### config.mk
export PLATFORM = sky130hd
export DESIGN_NAME = bam_front
export DESIGN_NICKNAME = d
export VERILOG_FILES = /design/src/rtl/bam_pkg.sv /design/src/rtl/bam_front.sv
export SDC_FILE = /design/constraint.sdc
export NUM_CORES = 1
export LEC_CHECK = 0
export BUFFER_PORTS_ARGS = -buffer_cell sky130_fd_sc_hd__buf_4
export CORE_AREA = 5 5 129 162
export CTS_CLUSTER_DIAMETER = 100
export DETAILED_ROUTE_END_ITERATION = 8
export DIE_AREA = 0 0 134 167
export GPL_TIMING_DRIVEN = 0
export PLACE_DENSITY_LB_ADDON = 0.2
export SETUP_SLACK_MARGIN = 0.4
export SYNTH_ARGS = -nofsm -noshare
export SYNTH_HDL_FRONTEND = slang
export SYNTH_SLANG_ARGS = --single-unit
### constraint.sdc
create_clock -name clock -period 4.2 [get_ports clock]
set_input_delay 0.21 -clock clock [delete_from_list [all_inputs] [get_ports clock]]
set_output_delay 0.21 -clock clock [all_outputs]
set_load 0.03 [all_outputs]
### src/rtl/bam_pkg.sv
package bam_pkg;

   // Sizes of the array.
   localparam int INPUT_NEURONS  = 256;
   localparam int OUTPUT_NEURONS = 256;
   localparam int BINS           = 16;
   localparam int SLICES         = 4;

   // Field widths.
   localparam int REQ_W    = 2;
   localparam int ROW_IN_W = 8;
   localparam int WIDX_W   = 2;
   localparam int WORD_W   = 64;
   localparam int TIME_W   = 16;
   localparam int BIDX_W   = 4;
   localparam int CFG_W    = 12;

   localparam logic [CFG_W-1:0] CFG_RESET = CFG_W'(100);

   // Derived widths.
   localparam int SLICE_W = $clog2(SLICES);
   localparam int CNT_W   = SLICE_W + 1;
   localparam int ROW_W   = (INPUT_NEURONS > 1) ? $clog2(INPUT_NEURONS) : 1;
   localparam int BIN_W   = (BINS > 1) ? $clog2(BINS) : 1;
   localparam int STEP_W  = (BIN_W > 1) ? $clog2(BIN_W) : 1;
   localparam int DIV_W   = CFG_W + BIN_W;
   localparam int CMP_W   = (TIME_W > DIV_W) ? TIME_W : DIV_W;
   localparam int SYN_AW  = ROW_W + SLICE_W;
   localparam int MASK_AW = BIN_W + SLICE_W;
   localparam int MASK_DEPTH = 2 ** MASK_AW;

   // Command queue between front and back.
   localparam int Q_DEPTH = 2;
   localparam int Q_PTR_W = $clog2(Q_DEPTH);
   localparam int Q_CNT_W = Q_PTR_W + 1;

   localparam logic [WORD_W-1:0] ALL_ONES = {WORD_W{1'b1}};

   // Request codes on the input channel.
   localparam logic [REQ_W-1:0] REQ_WRITE = REQ_W'(0);
   localparam logic [REQ_W-1:0] REQ_SPIKE = REQ_W'(1);
   localparam logic [REQ_W-1:0] REQ_READ  = REQ_W'(2);

   typedef enum logic [1:0] {
      OP_WRITE,
      OP_SPIKE,
      OP_READ
   } op_type;

   typedef struct packed {
      op_type              op;
      logic [ROW_W-1:0]    row;
      logic [WIDX_W-1:0]   widx;
      logic [WORD_W-1:0]   word;
      logic [BIN_W-1:0]    bin;
      logic                present;
      logic [TIME_W-1:0]   start;
   } cmd_type;

   typedef struct packed {
      logic full;
      logic empty;
   } q_status_type;

   // Output neurons that exist in a given slice.
   function automatic logic [WORD_W-1:0] live_bits(input logic [SLICE_W-1:0] slice);
      int                lo;
      int                n;
      logic [WORD_W-1:0] m;
      lo = int'(slice) * WORD_W;
      m  = '0;
      if (lo < OUTPUT_NEURONS) begin
         n = OUTPUT_NEURONS - lo;
         if (n >= WORD_W) begin
            m = ALL_ONES;
         end else begin
            m = (WORD_W'(1) << n) - WORD_W'(1);
         end
      end
      return m;
   endfunction

endpackage

### src/rtl/bam_front.sv
module bam_front (
   input  logic                          clock,
   input  logic                          reset,
   input  logic                          req_valid,
   output logic                          req_stall,
   input  logic [bam_pkg::REQ_W-1:0]     req_type,
   input  logic [bam_pkg::ROW_IN_W-1:0]  req_neuron_row,
   input  logic [bam_pkg::WIDX_W-1:0]    req_word_index,
   input  logic [bam_pkg::WORD_W-1:0]    req_matrix_word,
   input  logic [bam_pkg::TIME_W-1:0]    req_spike_time,
   input  logic [bam_pkg::BIDX_W-1:0]    req_bin_index,
   input  logic [bam_pkg::CFG_W-1:0]     interval,
   input  bam_pkg::q_status_type         q_stat,
   output logic                          push,
   output bam_pkg::cmd_type              push_data
);

   typedef enum logic [1:0] {
      F_IDLE,
      F_DIV,
      F_PUSH
   } state_type;

   state_type                        state_ff, state_in;
   bam_pkg::cmd_type                 cmd_ff, cmd_in;
   logic [bam_pkg::TIME_W-1:0]       rem_ff, rem_in;
   logic [bam_pkg::DIV_W-1:0]        div_ff, div_in;
   logic [bam_pkg::BIN_W-1:0]        q_ff, q_in;
   logic [bam_pkg::STEP_W-1:0]       step_ff, step_in;

   logic                             accept;
   logic                             ge;
   logic [bam_pkg::BIN_W-1:0]        q_next;
   logic                             row_ok;
   logic                             time_fits;
   logic [bam_pkg::DIV_W-1:0]        div_full;

   // Restoring division, one quotient bit a cycle; the quotient is known to fit in BIN_W bits.
   assign ge       = bam_pkg::CMP_W'(rem_ff) >= bam_pkg::CMP_W'(div_ff);
   assign q_next   = bam_pkg::BIN_W'({q_ff, ge});
   assign div_full = bam_pkg::DIV_W'(interval) << bam_pkg::BIN_W;
   assign time_fits = bam_pkg::CMP_W'(req_spike_time) < bam_pkg::CMP_W'(div_full);
   assign row_ok   = int'(req_neuron_row) < bam_pkg::INPUT_NEURONS;

   assign push      = (state_ff == F_PUSH) && !q_stat.full;
   assign req_stall = !((state_ff == F_IDLE) || push);
   assign accept    = req_valid && !req_stall;
   assign push_data = cmd_ff;

   always_comb begin
      state_in = state_ff;
      cmd_in   = cmd_ff;
      rem_in   = rem_ff;
      div_in   = div_ff;
      q_in     = q_ff;
      step_in  = step_ff;

      unique case (state_ff)
         F_IDLE: begin
         end
         F_DIV: begin
            if (ge) begin
               rem_in = rem_ff - bam_pkg::TIME_W'(div_ff);
            end
            q_in    = q_next;
            div_in  = div_ff >> 1;
            step_in = step_ff - bam_pkg::STEP_W'(1);
            if (step_ff == '0) begin
               cmd_in.bin = q_next;
               state_in   = (int'(q_next) < bam_pkg::BINS) ? F_PUSH : F_IDLE;
            end
         end
         F_PUSH: begin
            if (push) begin
               state_in = F_IDLE;
            end
         end
         default: begin
            state_in = F_IDLE;
         end
      endcase

      if (accept) begin
         cmd_in.row     = bam_pkg::ROW_W'(req_neuron_row);
         cmd_in.widx    = req_word_index;
         cmd_in.word    = req_matrix_word;
         cmd_in.bin     = bam_pkg::BIN_W'(req_bin_index);
         cmd_in.present = int'(req_bin_index) < bam_pkg::BINS;
         cmd_in.start   = bam_pkg::TIME_W'(req_bin_index) * bam_pkg::TIME_W'(interval);
         cmd_in.op      = bam_pkg::OP_READ;
         unique case (req_type)
            bam_pkg::REQ_WRITE: begin
               cmd_in.op = bam_pkg::OP_WRITE;
               state_in  = row_ok ? F_PUSH : F_IDLE;
            end
            bam_pkg::REQ_SPIKE: begin
               cmd_in.op = bam_pkg::OP_SPIKE;
               rem_in    = req_spike_time;
               div_in    = bam_pkg::DIV_W'(interval) << (bam_pkg::BIN_W - 1);
               q_in      = '0;
               step_in   = bam_pkg::STEP_W'(bam_pkg::BIN_W - 1);
               state_in  = (row_ok && (interval != '0) && time_fits) ? F_DIV : F_IDLE;
            end
            bam_pkg::REQ_READ: begin
               cmd_in.op = bam_pkg::OP_READ;
               state_in  = F_PUSH;
            end
            default: begin
               state_in = F_IDLE;
            end
         endcase
      end
   end

   always_ff @(posedge clock) begin
      cmd_ff  <= cmd_in;
      rem_ff  <= rem_in;
      div_ff  <= div_in;
      q_ff    <= q_in;
      step_ff <= step_in;
      if (reset) begin
         state_ff <= F_IDLE;
      end else begin
         state_ff <= state_in;
      end
   end

endmodule

# Word-level counts from Yosys, hierarchy flattened
# Cells that the tools add are included.
# Widths: inputs -> output; s select.
dict set report totals {
  elab_cells 61
  input_bits 113
  ram_bits 0
  regBits 136
  memories 0
  output_inout_bits 99
  romBits 0
  latch_bits 0
}
dict set report op_classes {
  n_lt_le_gt_ge 2
  bitwise 0
  n_mul 1
  div 0
  n_mux 23
  shifts 0
  eq_ne 7
  n_reduce_logical 15
  n_addsub 2
}
# operator n
set op_table {}
lappend op_table {{$mux 16} 7}
lappend op_table {{$mux 21} 1}
lappend op_table {{$mux 4} 5}
lappend op_table {{$ge 16x16->1} 1}
lappend op_table {{$lt 16x16->1} 1}
lappend op_table {{$mul 4x12->16} 1}
lappend op_table {{$sub 16x16->16} 1}
lappend op_table {{$mux 2} 6}
lappend op_table {{$reduce_bool 12->1} 1}
lappend op_table {{$pmux 2 s2} 2}
lappend op_table {{$logic_not 2->1} 3}
lappend op_table {{$ne 3x3->1 const B} 2}
lappend op_table {{$pmux 2 s3} 1}
lappend op_table {{$eq 2x1->1 const B} 2}
lappend op_table {{$eq 2x2->1 const B} 2}
lappend op_table {{$reduce_bool 2->1} 2}
lappend op_table {{$logic_and 1x1->1} 3}
lappend op_table {{$reduce_and 3->1} 1}
lappend op_table {{$logic_not 1->1} 2}
lappend op_table {{$ne 2x2->1 const B} 1}
lappend op_table {{$reduce_and 2->1} 1}
lappend op_table {{$reduce_or 2->1} 1}
lappend op_table {{$sub 2x1->2 const B} 1}
lappend op_table {{$logic_or 1x1->1} 1}
lappend op_table {{$mux 1} 1}

# Longest topological paths before layout
dict set report logic_depth {
  word_depth 6
  depth_mapped 14
  depth_no_buf 13
}

# Least setup slack after synthesis
# OpenSTA, ideal clock, no wires.
dict set report synth_timing {
  kind {register to register}
  startpoint {register state_ff[1]}
  endpoint {register rem_ff[10] in the netlist's numbering}
  synth_period_minus_slack_ns 3.593
  path_buffers 0
  path_stages_with_launch 8
  path_slack_ns 0.607
  setup_ns 0.128
  arrival_ns 3.465
  t_required_ns 4.072
  cell_sequence {dfxtp_1 -> a21oi_1 -> nand2_1 -> inv_1 -> nand2_1 -> and3_1 -> a21oi_1 -> o21ai_1}
}
dict set report synth_between {
  elab_chain_len 5
}
# element line_no
set synth_lines {}
lappend synth_lines {{start, declared} bam_front.sv:24} ;# state_type state_ff, state_in;
lappend synth_lines {{start signal, assigned} bam_front.sv:124} ;# state_ff <= state_in;
lappend synth_lines {{$eq 2x2->1} bam_front.sv:45} ;# assign push = (state_ff == F_PUSH) && !q_stat.full;
lappend synth_lines {{$logic_and 1x1->1} bam_front.sv:45}
lappend synth_lines {{$logic_or 1x1->1 *} bam_front.sv:46} ;# assign req_stall = !((state_ff == F_IDLE) || push);
lappend synth_lines {{$logic_and 1x1->1 *} bam_front.sv:47} ;# assign accept = req_valid && !req_stall;
lappend synth_lines {{named net accept} bam_front.sv:31} ;# logic accept;
lappend synth_lines {{$mux 16 *} bam_front.sv:83} ;# if (accept) begin
lappend synth_lines {{named net rem_in, one bit} bam_front.sv:26} ;# logic [bam_pkg::TIME_W-1:0] rem_ff, rem_in;
lappend synth_lines {{end signal, assigned} bam_front.sv:117} ;# rem_ff <= rem_in;
lappend synth_lines {{end, declared} bam_front.sv:26}
# Mark *: on every way through the listed nets, which the timed path passes. The rest lies on a longest branch.
# A chain may end at the register's enable or synchronous reset.

# Final worst setup path
dict set report layout_timing {
  startpoint {input port req_bin_index[3] in the netlist's numbering}
  endpoint {register cmd_ff (netlist bit push_data[15]), data pin}
}
dict set report layout_between {
  elab_chain_len 1
}
# element line_no
set layout_lines {}
lappend layout_lines {{start, declared} bam_front.sv:11} ;# input logic [bam_pkg::BIDX_W-1:0] req_bin_index,
lappend layout_lines {{$mul 4x12->16} bam_front.sv:89} ;# cmd_in.start = bam_pkg::TIME_W'(req_bin_index) * bam_pkg::TIME_W'(interval);
lappend layout_lines {{end signal, assigned} bam_front.sv:116} ;# cmd_ff <= cmd_in;
lappend layout_lines {{end, declared} bam_front.sv:25} ;# bam_pkg::cmd_type cmd_ff, cmd_in;
# No other way between the ends.

==> summary.md <==
| Metric | Value |
|---|---|
| Wire per inst | 15.7 um |
| PwrDens | 505 nW/um^2 |
| Final core utilization | 0.542 |
| Period utilisation layout | 0.838 |
| HPWL Detailed | 14.2 mm |
| DR vias/cell | 4.74 |
| Worst path required time | 4.37 ns |
| Cts bufs inserted | 17 |
| Post-DRT Antenna Nets | 0 |
| Worst Tran Pin Value | 0.627 ns |
| Status | finished, final reports clean |
| Gpl congestion | 0.856 |
| CP Launch Type | input pin |
| F_max | 284 MHz |
| Clk_lat worst skew | 0.42 ns |
| Drt total wl | 19.0 mm |
| FILL cells | 1715 |
| Port bufs | 209 |
| Mapped Area | 7120 um^2 |
| Initial core utilization | 0.371 |
| Yosys reg bits | 135 |
| Htree depth | 4 |
| Maximum vdd drop | 0.315 mV |
| Crit end category | flop |
| Distinct cell type count after synthesis | 56 |
| Hold Slack | 0.0198 ns |
| Pleak | 4.65 nW |
| Hold crit path type | input pin to flop |
| Die area | 22400 um^2 |
| Worst Skew | 0.00712 ns |
| Layout Cells excl Fill | 1212 |
| Root Driver | clkbuf_16 |
| Overflow left after global routing | 0 |
| Vias in the first global route | 5982 |
| First-pass DRT Iterations | 4 |
| Initial DRC Count | 261 |
| Total placed cells including tap cells | 1102 |
| Final Max Tran Viols | 0 |
| Initial antenna violation count | 0 |
| Final hold violations | 0 |
| Layout cell share with drive strength beyond 1 | 0.267 |
| Sequential area share after synthesis | 0.514 |
| EDFF count, synth | 96 |
| Tmin final | 3.52 ns |
| CP arrival | 3.69 ns |
| Syn_nets | 838 |
| DRC viols | 0 |
| Final Power | 0.00525 W |
| CTS max path bufs | 2 |
| Worst-path clk slew | 0.06 ns |
| IO Pins | 212 |
| Unrepaired setup endpoints after global routing | false |
| Core area | 19200 um^2 |
| Via count | 5739 |
| Post-synth ARST share | 0 |
| First-pass GRT wire length | 30.5 mm |
| Area Overhead vs Synth | 46.0% |
| Slew headroom | 0.582 |
| Ys flop type | edfxtp_1 |
| Largest net degree at the start of global routing | 77 |
| GRT Total Usage | 0.172 |
| CP Max Fanout | 10 |
| Ant. Diodes | 0 |
| Final setup vio count | 0 |
| Cell count after synthesis | 656 |
| WS Path Type | input pin to flop |
| Layout Nets | 1145 |
| Cell Rows | 57 |
| Most common cell after layout, fill and taps aside | buf_4 |
| Yosys warning count | 0 |
| Syn Area/Cell | 10.9 um^2 |
| Clock sinks | 135 |
| CTS tree | built |
| Max Cap Viol | 0 |
| Most frequent cells in the layout | buf_4 (210), edfxtp_1 (96), nand2_1 (80) |
| Die height | 167 um |
| Die boundary width | 134 um |
-- per-layer routing --
layer | part of all wire | global-route usage | vias up
li1 | - | - | 2896
met1 | 0.39 | 0.188 | 2682
met2 | 0.54 | 0.325 | 143
met3 | 0.052 | 0.0389 | 18
met4 | 0.014 | 0.0537 | 0
met5 | 0 | 0 | -
-- registers in the layout, summed over array words and instances (netlist names) --
| register | count |
|---|---|
| q_ff | 3 |
| rem_ff | 16 |
| push_data | 96 |
| state_ff | 2 |
| div_ff | 16 |
| step_ff | 2 |
-- critical path, cell delays in order --
cell      delay, ns
buf_4          0.12
clkbuf_1       0.31
nand2_1        0.13
fa_1           0.53
fa_1           0.60
inv_1          0.06
ha_1           0.30
a211oi_1       0.24
o21bai_1       0.13
a31o_2         0.29
o41ai_2        0.40
o21bai_1       0.10
a21oi_1        0.18
xnor2_1        0.08
-- per-stage QoR --
stage	instance area [um^2]	TNS [ns]	setup WS, ns
2_1_floorplan	7120	0	0.607
3_3_place_gp	8990	-25.54	-1.11
3_5_place_dp	9020	0	0.172
4_1_cts	10400	0	0.614
5_1_grt	10400	0	0.416
6_report	10400	0	0.680
-- cells in the mapped netlist (2+ instances only) --
cell      count  area share
edfxtp_1     96        0.40
nor3b_1       3      0.0032
and2_1       38       0.033
and4_1        2      0.0025
nor2_1       31       0.016
buf_2         2      0.0014
nor4_1        3      0.0026
ha_1         48       0.084
nand4_1       3      0.0026
and3_1       10      0.0088
nand2b_1      7      0.0061
fa_1         21       0.059
o21ai_2       2      0.0025
mux2i_1       2      0.0028
o211ai_1      5      0.0053
nand2_1      80       0.042
xor2_1        7      0.0086
o21ai_0      21       0.015
mux2_2        3      0.0047
dfxtp_1      39        0.11
xnor2_1      15       0.018
a31oi_1      12       0.011
a21o_1        6      0.0063
o21ai_1      10      0.0070
nor2b_1       4      0.0035
nand3_1      14      0.0098
a211oi_1      4      0.0042
nand3b_1      2      0.0021
o21a_1        2      0.0021
nor3_1        6      0.0042
a31o_2        2      0.0025
o21bai_1      3      0.0032
inv_1        73       0.038
a21oi_1      44       0.031
clkbuf_1     15      0.0079
-- final timing paths --
path                                    startpoint                      end  slack (ns)  cells after the start
worst max register to register  div_ff[13]$_DFF_P_       rem_ff[14]$_DFF_P_        1.75                      9
worst min register to register     q_ff[2]$_DFF_P_          q_ff[2]$_DFF_P_        0.45                      2
worst max-delay path              req_bin_index[3]  push_data[15]$_DFFE_PP_        0.68                     14
worst min-delay path             req_spike_time[2]        rem_ff[2]$_DFF_P_        0.02                      3
-- cell type report --
class | count | area, um^2 | share of cell area
Inverter | 73 | 277 | 0.0266
Timing Repair Buffer | 288 | 2380 | 0.229
Clock buffer | 18 | 429 | 0.0413
Clock inverter | 14 | 174 | 0.0167
Multi-Input combinational cell | 428 | 3070 | 0.296
Tap cell | 236 | 295 | 0.0284
Buffer | 20 | 110 | 0.0106
Sequential cell | 135 | 3660 | 0.352
-- power by group --
group	total [W]	switching [W]	internal (W)	leakage, nW
logic	0.00195	0.00109	0.000858	3.10
clock network	0.00151	0.000574	0.000937	0.285
registers	0.00179	0.000106	0.00168	1.26
-- cell families (layout without fill, tap and decap cells) --
group           Yosys count  after routing  share of synthesized area
simple gates            207            207                      0.143
xor+xnor                 22             22                     0.0271
compound gates          124            124                      0.110
flops                   135            135                      0.514
fa+ha+maj                69             69                      0.143
buf+inv                  93            413                     0.0539
other cells               1              1                   0.000527
mux                       5              5                    0.00755
-- timing repair --
action                                  4_1_cts  5_1_grt
endpoints found under the setup margin        0        1
buffers inserted                              0        0
resized for setup                             0        0
hold endpoints to repair                     78        0
hold buffers                                 78        0
No activity file was read; power rests on OpenSTA's default activity.
