===== config.mk =====
export PLATFORM = sky130hd
export DESIGN_NAME = bam_fifo
export DESIGN_NICKNAME = d
export VERILOG_FILES = /design/src/rtl/bam_pkg.sv /design/src/rtl/bam_fifo.sv
export SDC_FILE = /design/constraint.sdc
export NUM_CORES = 1
export LEC_CHECK = 0
export BUFFER_PORTS_ARGS = -buffer_cell sky130_fd_sc_hd__buf_2
export CAP_MARGIN = 20
export CORE_MARGIN = 3
export CORE_UTILIZATION = 50
export CTS_CLUSTER_DIAMETER = 50
export DETAILED_ROUTE_END_ITERATION = 16
export GPL_ROUTABILITY_DRIVEN = 0
export PLACE_DENSITY = 0.77
export SKIP_LAST_GASP = 1
export SLEW_MARGIN = 20
export SYNTH_ARGS = -nofsm -noshare
export SYNTH_HDL_FRONTEND = slang
export SYNTH_SLANG_ARGS = --single-unit

===== constraint.sdc =====
create_clock -name clock -period 7.45 [get_ports clock]
set_clock_uncertainty 0.2 [all_clocks]
set_input_delay 0.3725 -clock clock [delete_from_list [all_inputs] [get_ports clock]]
set_output_delay 0.3725 -clock clock [all_outputs]
set_load 0.01 [all_outputs]

===== src/rtl/bam_pkg.sv =====
package bam_pkg;

   // Sizes of the array.
   localparam int INPUT_NEURONS  = 256;
   localparam int OUTPUT_NEURONS = 256;
   localparam int BINS           = 16;
   localparam int SLICES         = 4;

   // Field widths.
   localparam int REQ_W    = 2;
   localparam int ROW_IN_W = 8;
   localparam int WIDX_W   = 2;
   localparam int WORD_W   = 64;
   localparam int TIME_W   = 16;
   localparam int BIDX_W   = 4;
   localparam int CFG_W    = 12;

   localparam logic [CFG_W-1:0] CFG_RESET = CFG_W'(100);

   // Derived widths.
   localparam int SLICE_W = $clog2(SLICES);
   localparam int CNT_W   = SLICE_W + 1;
   localparam int ROW_W   = (INPUT_NEURONS > 1) ? $clog2(INPUT_NEURONS) : 1;
   localparam int BIN_W   = (BINS > 1) ? $clog2(BINS) : 1;
   localparam int STEP_W  = (BIN_W > 1) ? $clog2(BIN_W) : 1;
   localparam int DIV_W   = CFG_W + BIN_W;
   localparam int CMP_W   = (TIME_W > DIV_W) ? TIME_W : DIV_W;
   localparam int SYN_AW  = ROW_W + SLICE_W;
   localparam int MASK_AW = BIN_W + SLICE_W;
   localparam int MASK_DEPTH = 2 ** MASK_AW;

   // Command queue between front and back.
   localparam int Q_DEPTH = 2;
   localparam int Q_PTR_W = $clog2(Q_DEPTH);
   localparam int Q_CNT_W = Q_PTR_W + 1;

   localparam logic [WORD_W-1:0] ALL_ONES = {WORD_W{1'b1}};

   // Request codes on the input channel.
   localparam logic [REQ_W-1:0] REQ_WRITE = REQ_W'(0);
   localparam logic [REQ_W-1:0] REQ_SPIKE = REQ_W'(1);
   localparam logic [REQ_W-1:0] REQ_READ  = REQ_W'(2);

   typedef enum logic [1:0] {
      OP_WRITE,
      OP_SPIKE,
      OP_READ
   } op_type;

   typedef struct packed {
      op_type              op;
      logic [ROW_W-1:0]    row;
      logic [WIDX_W-1:0]   widx;
      logic [WORD_W-1:0]   word;
      logic [BIN_W-1:0]    bin;
      logic                present;
      logic [TIME_W-1:0]   start;
   } cmd_type;

   typedef struct packed {
      logic full;
      logic empty;
   } q_status_type;

   // Output neurons that exist in a given slice.
   function automatic logic [WORD_W-1:0] live_bits(input logic [SLICE_W-1:0] slice);
      int                lo;
      int                n;
      logic [WORD_W-1:0] m;
      lo = int'(slice) * WORD_W;
      m  = '0;
      if (lo < OUTPUT_NEURONS) begin
         n = OUTPUT_NEURONS - lo;
         if (n >= WORD_W) begin
            m = ALL_ONES;
         end else begin
            m = (WORD_W'(1) << n) - WORD_W'(1);
         end
      end
      return m;
   endfunction

endpackage


===== src/rtl/bam_fifo.sv =====
module bam_fifo (
   input  logic                  clock,
   input  logic                  reset,
   input  logic                  push,
   input  bam_pkg::cmd_type      push_data,
   input  logic                  pop,
   output bam_pkg::cmd_type      head,
   output bam_pkg::q_status_type status
);

   bam_pkg::cmd_type              entries_ff [bam_pkg::Q_DEPTH];
   logic [bam_pkg::Q_PTR_W-1:0]   wr_ptr_ff, wr_ptr_in;
   logic [bam_pkg::Q_PTR_W-1:0]   rd_ptr_ff, rd_ptr_in;
   logic [bam_pkg::Q_CNT_W-1:0]   count_ff, count_in;

   assign head         = entries_ff[rd_ptr_ff];
   assign status.full  = count_ff == bam_pkg::Q_CNT_W'(bam_pkg::Q_DEPTH);
   assign status.empty = count_ff == '0;

   always_comb begin
      wr_ptr_in = push ? wr_ptr_ff + bam_pkg::Q_PTR_W'(1) : wr_ptr_ff;
      rd_ptr_in = pop  ? rd_ptr_ff + bam_pkg::Q_PTR_W'(1) : rd_ptr_ff;
      count_in  = count_ff;
      if (push && !pop) begin
         count_in = count_ff + bam_pkg::Q_CNT_W'(1);
      end else if (pop && !push) begin
         count_in = count_ff - bam_pkg::Q_CNT_W'(1);
      end
   end

   always_ff @(posedge clock) begin
      if (push) begin
         entries_ff[wr_ptr_ff] <= push_data;
      end
      if (reset) begin
         wr_ptr_ff <= '0;
         rd_ptr_ff <= '0;
         count_ff  <= '0;
      end else begin
         wr_ptr_ff <= wr_ptr_in;
         rd_ptr_ff <= rd_ptr_in;
         count_ff  <= count_in;
      end
   end

endmodule


Word-level counts from Yosys, hierarchy flattened
Memory sizes are Yosys's and may differ from the RTL's. A register that Yosys moved wholly into a read port is not among the register bits.
Cells that the tools add are included.

operators by class
  $mul = 0
  divide/modulo/power cells = 0
  $add $sub $neg = 4
  eq/ne operators = 1
  reduce and logical (&&, ||, !) cells = 6
  mux-type cells = 6
  bitwise operators = 0
  $lt $le $gt $ge = 0
  shifts and indexed selects = 0

operator list
  cell                                                                 number
  1-bit 2-to-1 mux                                                     4
  2-bit 2-to-1 mux                                                     2
  1-bit adder (second input constant)                                  2
  2-bit by 1-bit adder with 2-bit output (second input constant)       1
  2-bit == test (second input constant)                                1
  1-bit logical AND                                                    2
  1-bit logical NOT                                                    2
  2-bit logical NOT                                                    1
  2-bit nonzero test                                                   1
  2-bit by 1-bit subtractor with 2-bit output (second input constant)  1

word-level totals
  word-level logic and storage cells = 21
  bits in read-only memories = 0
  output and inout port bits = 99
  latch bits = 0
  input port bits = 101
  bits in writable memories = 194
  flip-flop bits (word level) = 4
  memories = 1

memory list
  memory      depth  width  rd ports  clocked after memory_dff  wr ports  RTL line        source
  entries_ff  2      97     1         1                         1         bam_fifo.sv:11  bam_pkg::cmd_type entries_ff [bam_pkg::Q_DEPTH];

Logic depth before layout (Yosys ltp)
Gate-level depths: netlist (run 1).

  depth after elaboration = 4
  depth in mapped cells = 5
  gate-level depth less buffers = 5

Least setup slack after synthesis (run 1)
Ideal clock, no wire load.

  kind = reg-to-reg
  start point = reg wr_ptr_ff
  end point = mem entries_ff[0][0] in the netlist's numbering, enable pin
  buffers on the path = 0
  required time = 6.685 ns
  library setup time = 0.565 ns
  arrival = 4.623 ns
  period minus slack after synthesis = 5.388 ns
  path slack = 2.062 ns
  cell stages (with the launch flop) = 2
  cells stage by stage = dfxtp_1 -> nor2b_1

RTL lines
  what                    RTL line        source
  from (decl)             bam_fifo.sv:12  logic [bam_pkg::Q_PTR_W-1:0] wr_ptr_ff, wr_ptr_in;
  from (signal assigned)  bam_fifo.sv:40  wr_ptr_ff <= wr_ptr_in;
  to (decl)               bam_fifo.sv:11

Straight into the memory's write port.

==> results by group, run 1 <==
Pwr
  • PwrDens: 250.0 nW/um^2
  • Max VDD drop: 0.1724 mV
  • P_leak: 3.876 nW

Synth
  • Flops & latches, synth: 199
  • Area of the mapped netlist: 7322 um^2
  • Yosys cell types: 16
  • Post-Synthesis Cells: 324
  • Area contributors post-synth: edfxtp_1, mux2_2, mux2_4
  • Syn Nets: 426
  • Yosys top cell by area: edfxtp_1
  • Synth warn: 0
  • Synth Area per Inst: 22.60 um^2
  • Seq/Total Area, Yosys: 80.93%
  • Yosys top cell area share: 79.56%

Setup path
  • Crit end category: output port
  • Reg2reg setup slack: 5.15 ns
  • Reg2reg path depth: 2
  • Startpoint class of the critical path: register
  • Reg2reg end: entries_ff[1][52]$_DFFE_PP_
  • Arrival @ worst endpoint: 2.57 ns
  • Data required, critical path: 6.88 ns
  • Worst reg2reg startpoint: wr_ptr_ff$_SDFFE_PP0P_
  • CP endpoint: head[88]
  • Critical path class: register to output port
  • Worst-path fanout max: 51

Final layout
  • Layout cells sized above 1: 50.93%
  • Layout Utilization: 71.26%
  • Finished Cell Area: 10,040 um^2
  • Layout Nets: 735
  • Area delta synth->final: 37.18%
  • Antenna fix cells: 0

Place
  • Cell Area, Placed: 8501 um^2
  • PortBufs: 199
  • HPWL after DPL: 8.529 mm

Floorplan
  • Initial Util: 51.94%
  • Row count: 43
  • Die Width: 127.0 um
  • Die Y: 127.0 um
  • Core box area: 14,100 um^2
  • Top Ports: 200
  • Die Area: 16,130 um^2

Global route
  • Gr ovfl total: 0
  • Initial antenna violation count: 0
  • Tot GR Track Use: 18.41%
  • Vias in the first global route: 4,426
  • Pin count of the biggest net entering global routing: 69
  • First-pass GRT wire length: 22.89 mm

Drt
  • Via density: 4.959
  • Remaining antenna violation count: 0
  • Wire length per cell: 17.60 um
  • Post-route DRC: 0
  • Drt pass-1 iters: 5
  • Vias post-DR: 4,096
  • DRT Wirelength: 14.54 mm
  • DR iter-0 viols: 205

STA
  • Fmax: 0.3183 GHz
  • Unrepaired setup endpoints after global routing: no
  • Worst-Margin Slew: 0.9416 ns
  • Final hold violations: 0
  • Slew Viols, Final: 0
  • Final period util: 42.17%
  • Final setup viols: 0
  • Setup TNS: 0 ns
  • Worst hold slack: 0.05182 ns
  • Max-Slew Margin vs Limit: 37.23%
  • Min Tclk post-route: 3.142 ns

Clocking
  • Clock sink count: 199
  • H-tree levels: 4
  • Clock buffer depth: 2
  • Clk slew on worst S/H paths: 0.06 ns
  • Cts bufs inserted: 17
  • Worst-Skew Late Latency: 0.41 ns
  • Clock Tree Root: clkbuf_16
  • Post-CTS sizing: 0
  • CTS tree: done

Worst hold path
  • Worst hold path type: input port to register

Run status
  • Outcome: completed

Job
  • Max-cap violations: 0
## area by class of cell
cell class / instances / area [um^2]
Tap cell: 180 / 225.2
Timing Repair Buffer: 301 / 2007
Clock inverter: 14 / 133.9
Inverter: 1 / 3.754
Multi-Input combinational cell: 113 / 1316
Clock buffer: 18 / 429.2
Fill cell: 857 / 4051
Sequential cell: 199 / 5929
## cell usage after synthesis
master and instances:
inv_1 1, and2_1 1, dfxtp_1 5, edfxtp_1 194, mux2_4 30, xor2_1 2, buf_2 6, mux2_2 67
a21oi_1 1, nor2b_1 2, xnor2_1 2, ha_1 1, or3_1 1, nor2_1 5, o21ai_0 1, buf_6 5
## routing by layer
layer / up-vias / part of all wire, % / global-route usage (%) / wire [um]
met5: - / 0 / 0 / 0
met4: 0 / 1.3 / 4.732 / 196
met3: 17 / 7.8 / 7.316 / 1136
met2: 169 / 51 / 31.60 / 7403
met1: 2011 / 40 / 21.83 / 5804
li1: 1899 / - / - / -
## per-stage QoR
stage               total power, W  cells  worst slack [ns]
finish                    0.002511    826             4.308
global placement          0.001619    696             4.703
floorplan                 0.001517    324             2.062
CTS                       0.002529    826             4.255
detailed placement        0.001628    696             4.709
global route              0.002607    826             4.169
## state kept, by name, summed over array words and instances, names as in the netlist, named ones only
signal / cells
count_ff: 2
entries_ff: 194
rd_ptr_ff: 1
wr_ptr_ff: 1
## placed cells by master, fill, tap and decap left out, drive strengths merged
cell type,synthesis,layout
or3,1,1
ha,1,1
mux2,97,97
nor2,5,5
o21ai,1,1
dfxtp,5,5
clkbuf,0,18
inv,1,2
edfxtp,194,194
clkinvlp,0,2
nor2b,2,2
a21oi,1,1
clkinv,0,9
dlygate4sd3,0,98
and2,1,1
bufinv,0,2
xnor2,2,2
xor2,2,2
buf,11,203
## worst max-delay path, stage by stage, from the launching register on
cell and delay [ns]:
dfxtp_4 0.87, buf_4 0.68, mux2_2 0.42, buf_2 0.14
## where the power goes
part	internal (W)	leakage (nW)	switching [W]	total, W
logic	0.000166	1.74	0.000144	0.000310
clock network	0.000491	0.268	0.000375	0.000865
registers	0.00131	1.86	0.0000295	0.00134
## cell families after synthesis
kind of cell / after synthesis / share of synthesized area (%)
AO/OA/AOI/OAI: 2 / 0.1366
XOR/XNOR: 4 / 0.4786
adder cells (fa/ha/maj): 1 / 0.1709
buffers and inverters: 12 / 1.230
flip-flops: 199 / 80.93
multiplexers: 97 / 16.46
AND/OR/NAND/NOR: 9 / 0.5982
## worst min path at each step
stage	from	slack [ns]	cells after the start	end
after floorplan	reset	0.24	1	count_ff[1]$_SDFFE_PP0P_
after global placement	count_ff[1]$_SDFFE_PP0P_	0.28	2	count_ff[1]$_SDFFE_PP0P_
after detailed placement	rd_ptr_ff$_SDFFE_PP0P_	0.31	2	register
after CTS	pop	0.02	3	register
after global routing	pop	0.05	3	register
final	pop	0.05	3	register
## what timing repair did
item,CTS,global route
setup buffers,0,0
setup endpoints to repair,0,0
hold buffers,98,0
endpoints found under the hold margin,199,0
Note: power is estimated with default switching activity, not from simulation.
==> run 2: changes to the inputs <==
--- a/config.mk
+++ b/config.mk
@@ -5,14 +5,15 @@
 export SDC_FILE = /design/constraint.sdc
 export NUM_CORES = 1
 export LEC_CHECK = 0
+export ABC_AREA = 1
 export BUFFER_PORTS_ARGS = -buffer_cell sky130_fd_sc_hd__buf_2
 export CAP_MARGIN = 20
 export CORE_MARGIN = 3
-export CORE_UTILIZATION = 50
+export CORE_UTILIZATION = 47
 export CTS_CLUSTER_DIAMETER = 50
 export DETAILED_ROUTE_END_ITERATION = 16
 export GPL_ROUTABILITY_DRIVEN = 0
-export PLACE_DENSITY = 0.77
+export PLACE_DENSITY = 0.76
 export SKIP_LAST_GASP = 1
 export SLEW_MARGIN = 20
 export SYNTH_ARGS = -nofsm -noshare
==> constraint.sdc (replaced) <==
create_clock -name clock -period 2.75 [get_ports clock]
set_clock_uncertainty 0.2 [all_clocks]
set_input_delay 0.1375 -clock clock [delete_from_list [all_inputs] [get_ports clock]]
set_output_delay 0.1375 -clock clock [all_outputs]
set_load 0.01 [all_outputs]
==> results by group, run 2 <==
Final layout
  • Max reg flops: 194 (unchanged)
  • Antenna fix cells: 0 (unchanged)
  • Layout cells sized above 1: 50.61% (was 50.93%)
  • Reg with most FFs: entries_ff (unchanged)
  • Layout Nets: 749 (was 735)
  • Most common cell after layout, fill and taps aside: buf_2 (unchanged)
  • Non-filler instance count after layout: 871 (was 826)
  • Area delta synth->final: 39.39% (was 37.18%)
  • Largest regs: entries_ff (194), count_ff (2) (unchanged)
  • Finished Cell Area: 10,240 um^2 (was 10,040 um^2)
  • Most frequent cells in the layout: buf_2, edfxtp_1, dlygate4sd3_1 (unchanged)

Setup path
  • Critical path class: register to output port (unchanged)
  • Crit end category: output port (unchanged)
  • CP delay by family, top: flip-flops (unchanged)
  • Startpoint class of the critical path: register (unchanged)
  • Worst-path fanout max: 28 (was 51)
  • Data required, critical path: 2.41 ns (was 6.88 ns)
  • Buf/Inv on CP: 2 (unchanged)
  • Cells along the critical path: buf_4, mux2_2, buf_2 (unchanged)
  • Max incr delay on CP: 0.59 ns (was 0.87 ns)
  • Slowest cell on crit path: dfxtp_4 (unchanged)
  • Arrival @ worst endpoint: 1.98 ns (was 2.57 ns)

Run status
  • Outcome: completed (unchanged)

Floorplan
  • Die Area: 17,160 um^2 (was 16,130 um^2)
  • Die Y: 131.0 um (was 127.0 um)
  • Row count: 45 (was 43)
  • Top Ports: 200 (unchanged)
  • Initial Util: 48.13% (was 51.94%)
  • Core box area: 15,260 um^2 (was 14,100 um^2)
  • Die Width: 131.0 um (was 127.0 um)

Drt
  • Drt pass-1 iters: 4 (was 5)
  • DRT Wirelength: 14.82 mm (was 14.54 mm)
  • DR iter-0 viols: 230 (was 205)
  • Vias post-DR: 4,147 (was 4,096)
  • Remaining antenna violation count: 0 (unchanged)
  • Post-route DRC: 0 (unchanged)
  • Via density: 4.761 (was 4.959)
  • Wire length per cell: 17.01 um (was 17.60 um)

Synth
  • Yosys cell types: 16 (unchanged)
  • Area of the mapped netlist: 7343 um^2 (was 7322 um^2)
  • Synth Flop Type: edfxtp_1 (unchanged)
  • Syn Nets: 437 (was 426)
  • Seq/Total Area, Yosys: 80.70% (was 80.93%)
  • Post-synth EDFFs: 194 (unchanged)
  • Post-Synthesis Cells: 335 (was 324)
  • Most common cell in the synthesized netlist: edfxtp_1 (unchanged)
  • Async SR Flop Fraction: 0% (unchanged)
  • Yosys top cell area share: 79.33% (was 79.56%)
  • Synth Area per Inst: 21.92 um^2 (was 22.60 um^2)
  • Yosys top cell by area: edfxtp_1 (unchanged)
  • Area contributors post-synth: edfxtp_1, mux2_2, mux2_4 (unchanged)
  • Top post-synthesis cells by count: edfxtp_1, mux2_2, mux2_4, inv_1, nor2_1 (was edfxtp_1, mux2_2, mux2_4, buf_2)
  • Synth warn: 0 (unchanged)
  • Flops & latches, synth: 199 (unchanged)

Pwr
  • Pwr Total: 0.006991 W (was 0.002511 W)
  • Max VDD drop: 0.4525 mV (was 0.1724 mV)
  • P_leak: 3.959 nW (was 3.876 nW)
  • PwrDens: 683.0 nW/um^2 (was 250.0 nW/um^2)

STA
  • Final period util: 84.34%
  • Slew Viols, Final: 0 (unchanged)
  • Final Worst Setup Slack: 0.4307 ns (was 4.308 ns)
  • Unrepaired setup endpoints after global routing: no (unchanged)
  • Max-Slew Margin vs Limit: 63.16% (was 37.23%)
  • Final hold violations: 0 (unchanged)
  • Worst-Margin Slew: 0.5527 ns (was 0.9416 ns)
  • Final setup viols: 0 (unchanged)
  • Fmax: 0.4312 GHz
  • Min Tclk post-route: 2.319 ns
  • Setup TNS: 0 ns (unchanged)

Place
  • Inst Count DP: 738 (was 696)
  • HPWL after DPL: 8.442 mm (was 8.529 mm)
  • DP Worst Slack: 0.8581 ns (was 4.709 ns)
  • PortBufs: 199 (unchanged)
  • Cell Area, Placed: 8600 um^2 (was 8501 um^2)

Clocking
  • Worst-Skew Late Latency: 0.42 ns (was 0.41 ns)
  • Clock Tree Root: clkbuf_16 (unchanged)
  • Post-CTS sizing: 0 (unchanged)
  • CTS tree: done (unchanged)
  • H-tree levels: 4 (unchanged)
  • Clock sink count: 199 (unchanged)
  • Clk slew on worst S/H paths: 0.07 ns (was 0.06 ns)
  • Clock buffer depth: 2 (unchanged)
  • Cts bufs inserted: 17 (unchanged)

Global route
  • Vias in the first global route: 4,526 (was 4,426)
  • Gr ovfl total: 0 (unchanged)
  • First-pass GRT wire length: 22.58 mm (was 22.89 mm)
  • Initial antenna violation count: 0 (unchanged)
  • Pin count of the biggest net entering global routing: 99 (was 69)
  • Tot GR Track Use: 17.61% (was 18.41%)

Job
  • Max-cap violations: 0 (unchanged)

Worst hold path
  • Worst hold path type: input port to register (unchanged)
run 2: final timing paths:
| path | slack (ns) | end | cells after the start | startpoint |
|---|---|---|---|---|
| hold reg to reg | 0.33 | rd_ptr_ff$_SDFFE_PP0P_ | 2 | rd_ptr_ff$_SDFFE_PP0P_ |
| setup / recovery | 0.43 | head[78] | 3 | register |
| hold / removal | 0.23 | entries_ff[1][12]$_DFFE_PP_ | 2 | push_data[12] |
| setup reg to reg | 1.11 | entries_ff[1][89]$_DFFE_PP_ | 3 | wr_ptr_ff$_SDFFE_PP0P_ |
run 2: area by class of cell:
class	count	area [um^2]
Clock buffer	18	429.2
Clock inverter	14	196.4
Fill cell	986	5022
Inverter	9	37.54
Multi-Input combinational cell	116	1305
Sequential cell	199	5929
Tap cell	211	264.0
Timing Repair Buffer	304	2074
run 2: metal layers:
layer / global-route usage [%] / vias to the layer above / routed length [um] / share of wire [%]
met4: 7.804 / 0 / 414 / 2.8
met1: 19.78 / 2005 / 5763 / 39
met3: 5.122 / 34 / 992 / 6.7
li1: - / 1939 / - / -
met5: 0 / - / 0 / 0
met2: 31.06 / 169 / 7646 / 52
run 2: where the power goes:
| part | internal [W] | switching, W |
|---|---|---|
| Clock | 0.00153 | 0.00107 |
| Sequential | 0.00351 | 0.0000564 |
| Combinational | 0.000441 | 0.000380 |
run 2: logic make-up after synthesis:
group	share of synthesized area [%]
flip-flops	80.70
XOR/XNOR	0.1193
AO/OA/AOI/OAI	0.1362
AND/OR/NAND/NOR	0.8349
multiplexers	16.41
buffers and inverters	1.636
adder cells (fa/ha/maj)	0.1704
run 2: metrics by stage:
stage,hold WS (ns),utilization (%)
3_5_place_dp,0.1287,56.36
2_1_floorplan,0.009883,-
3_3_place_gp,0.1244,56.36
6_report,0.2313,67.08
4_1_cts,0.2077,67.08
5_1_grt,0.2156,67.08
run 2: timing repair:
action	4_1_cts	5_1_grt
endpoints found under the hold margin	199	0
buffers inserted	0	0
hold buffers	101	0
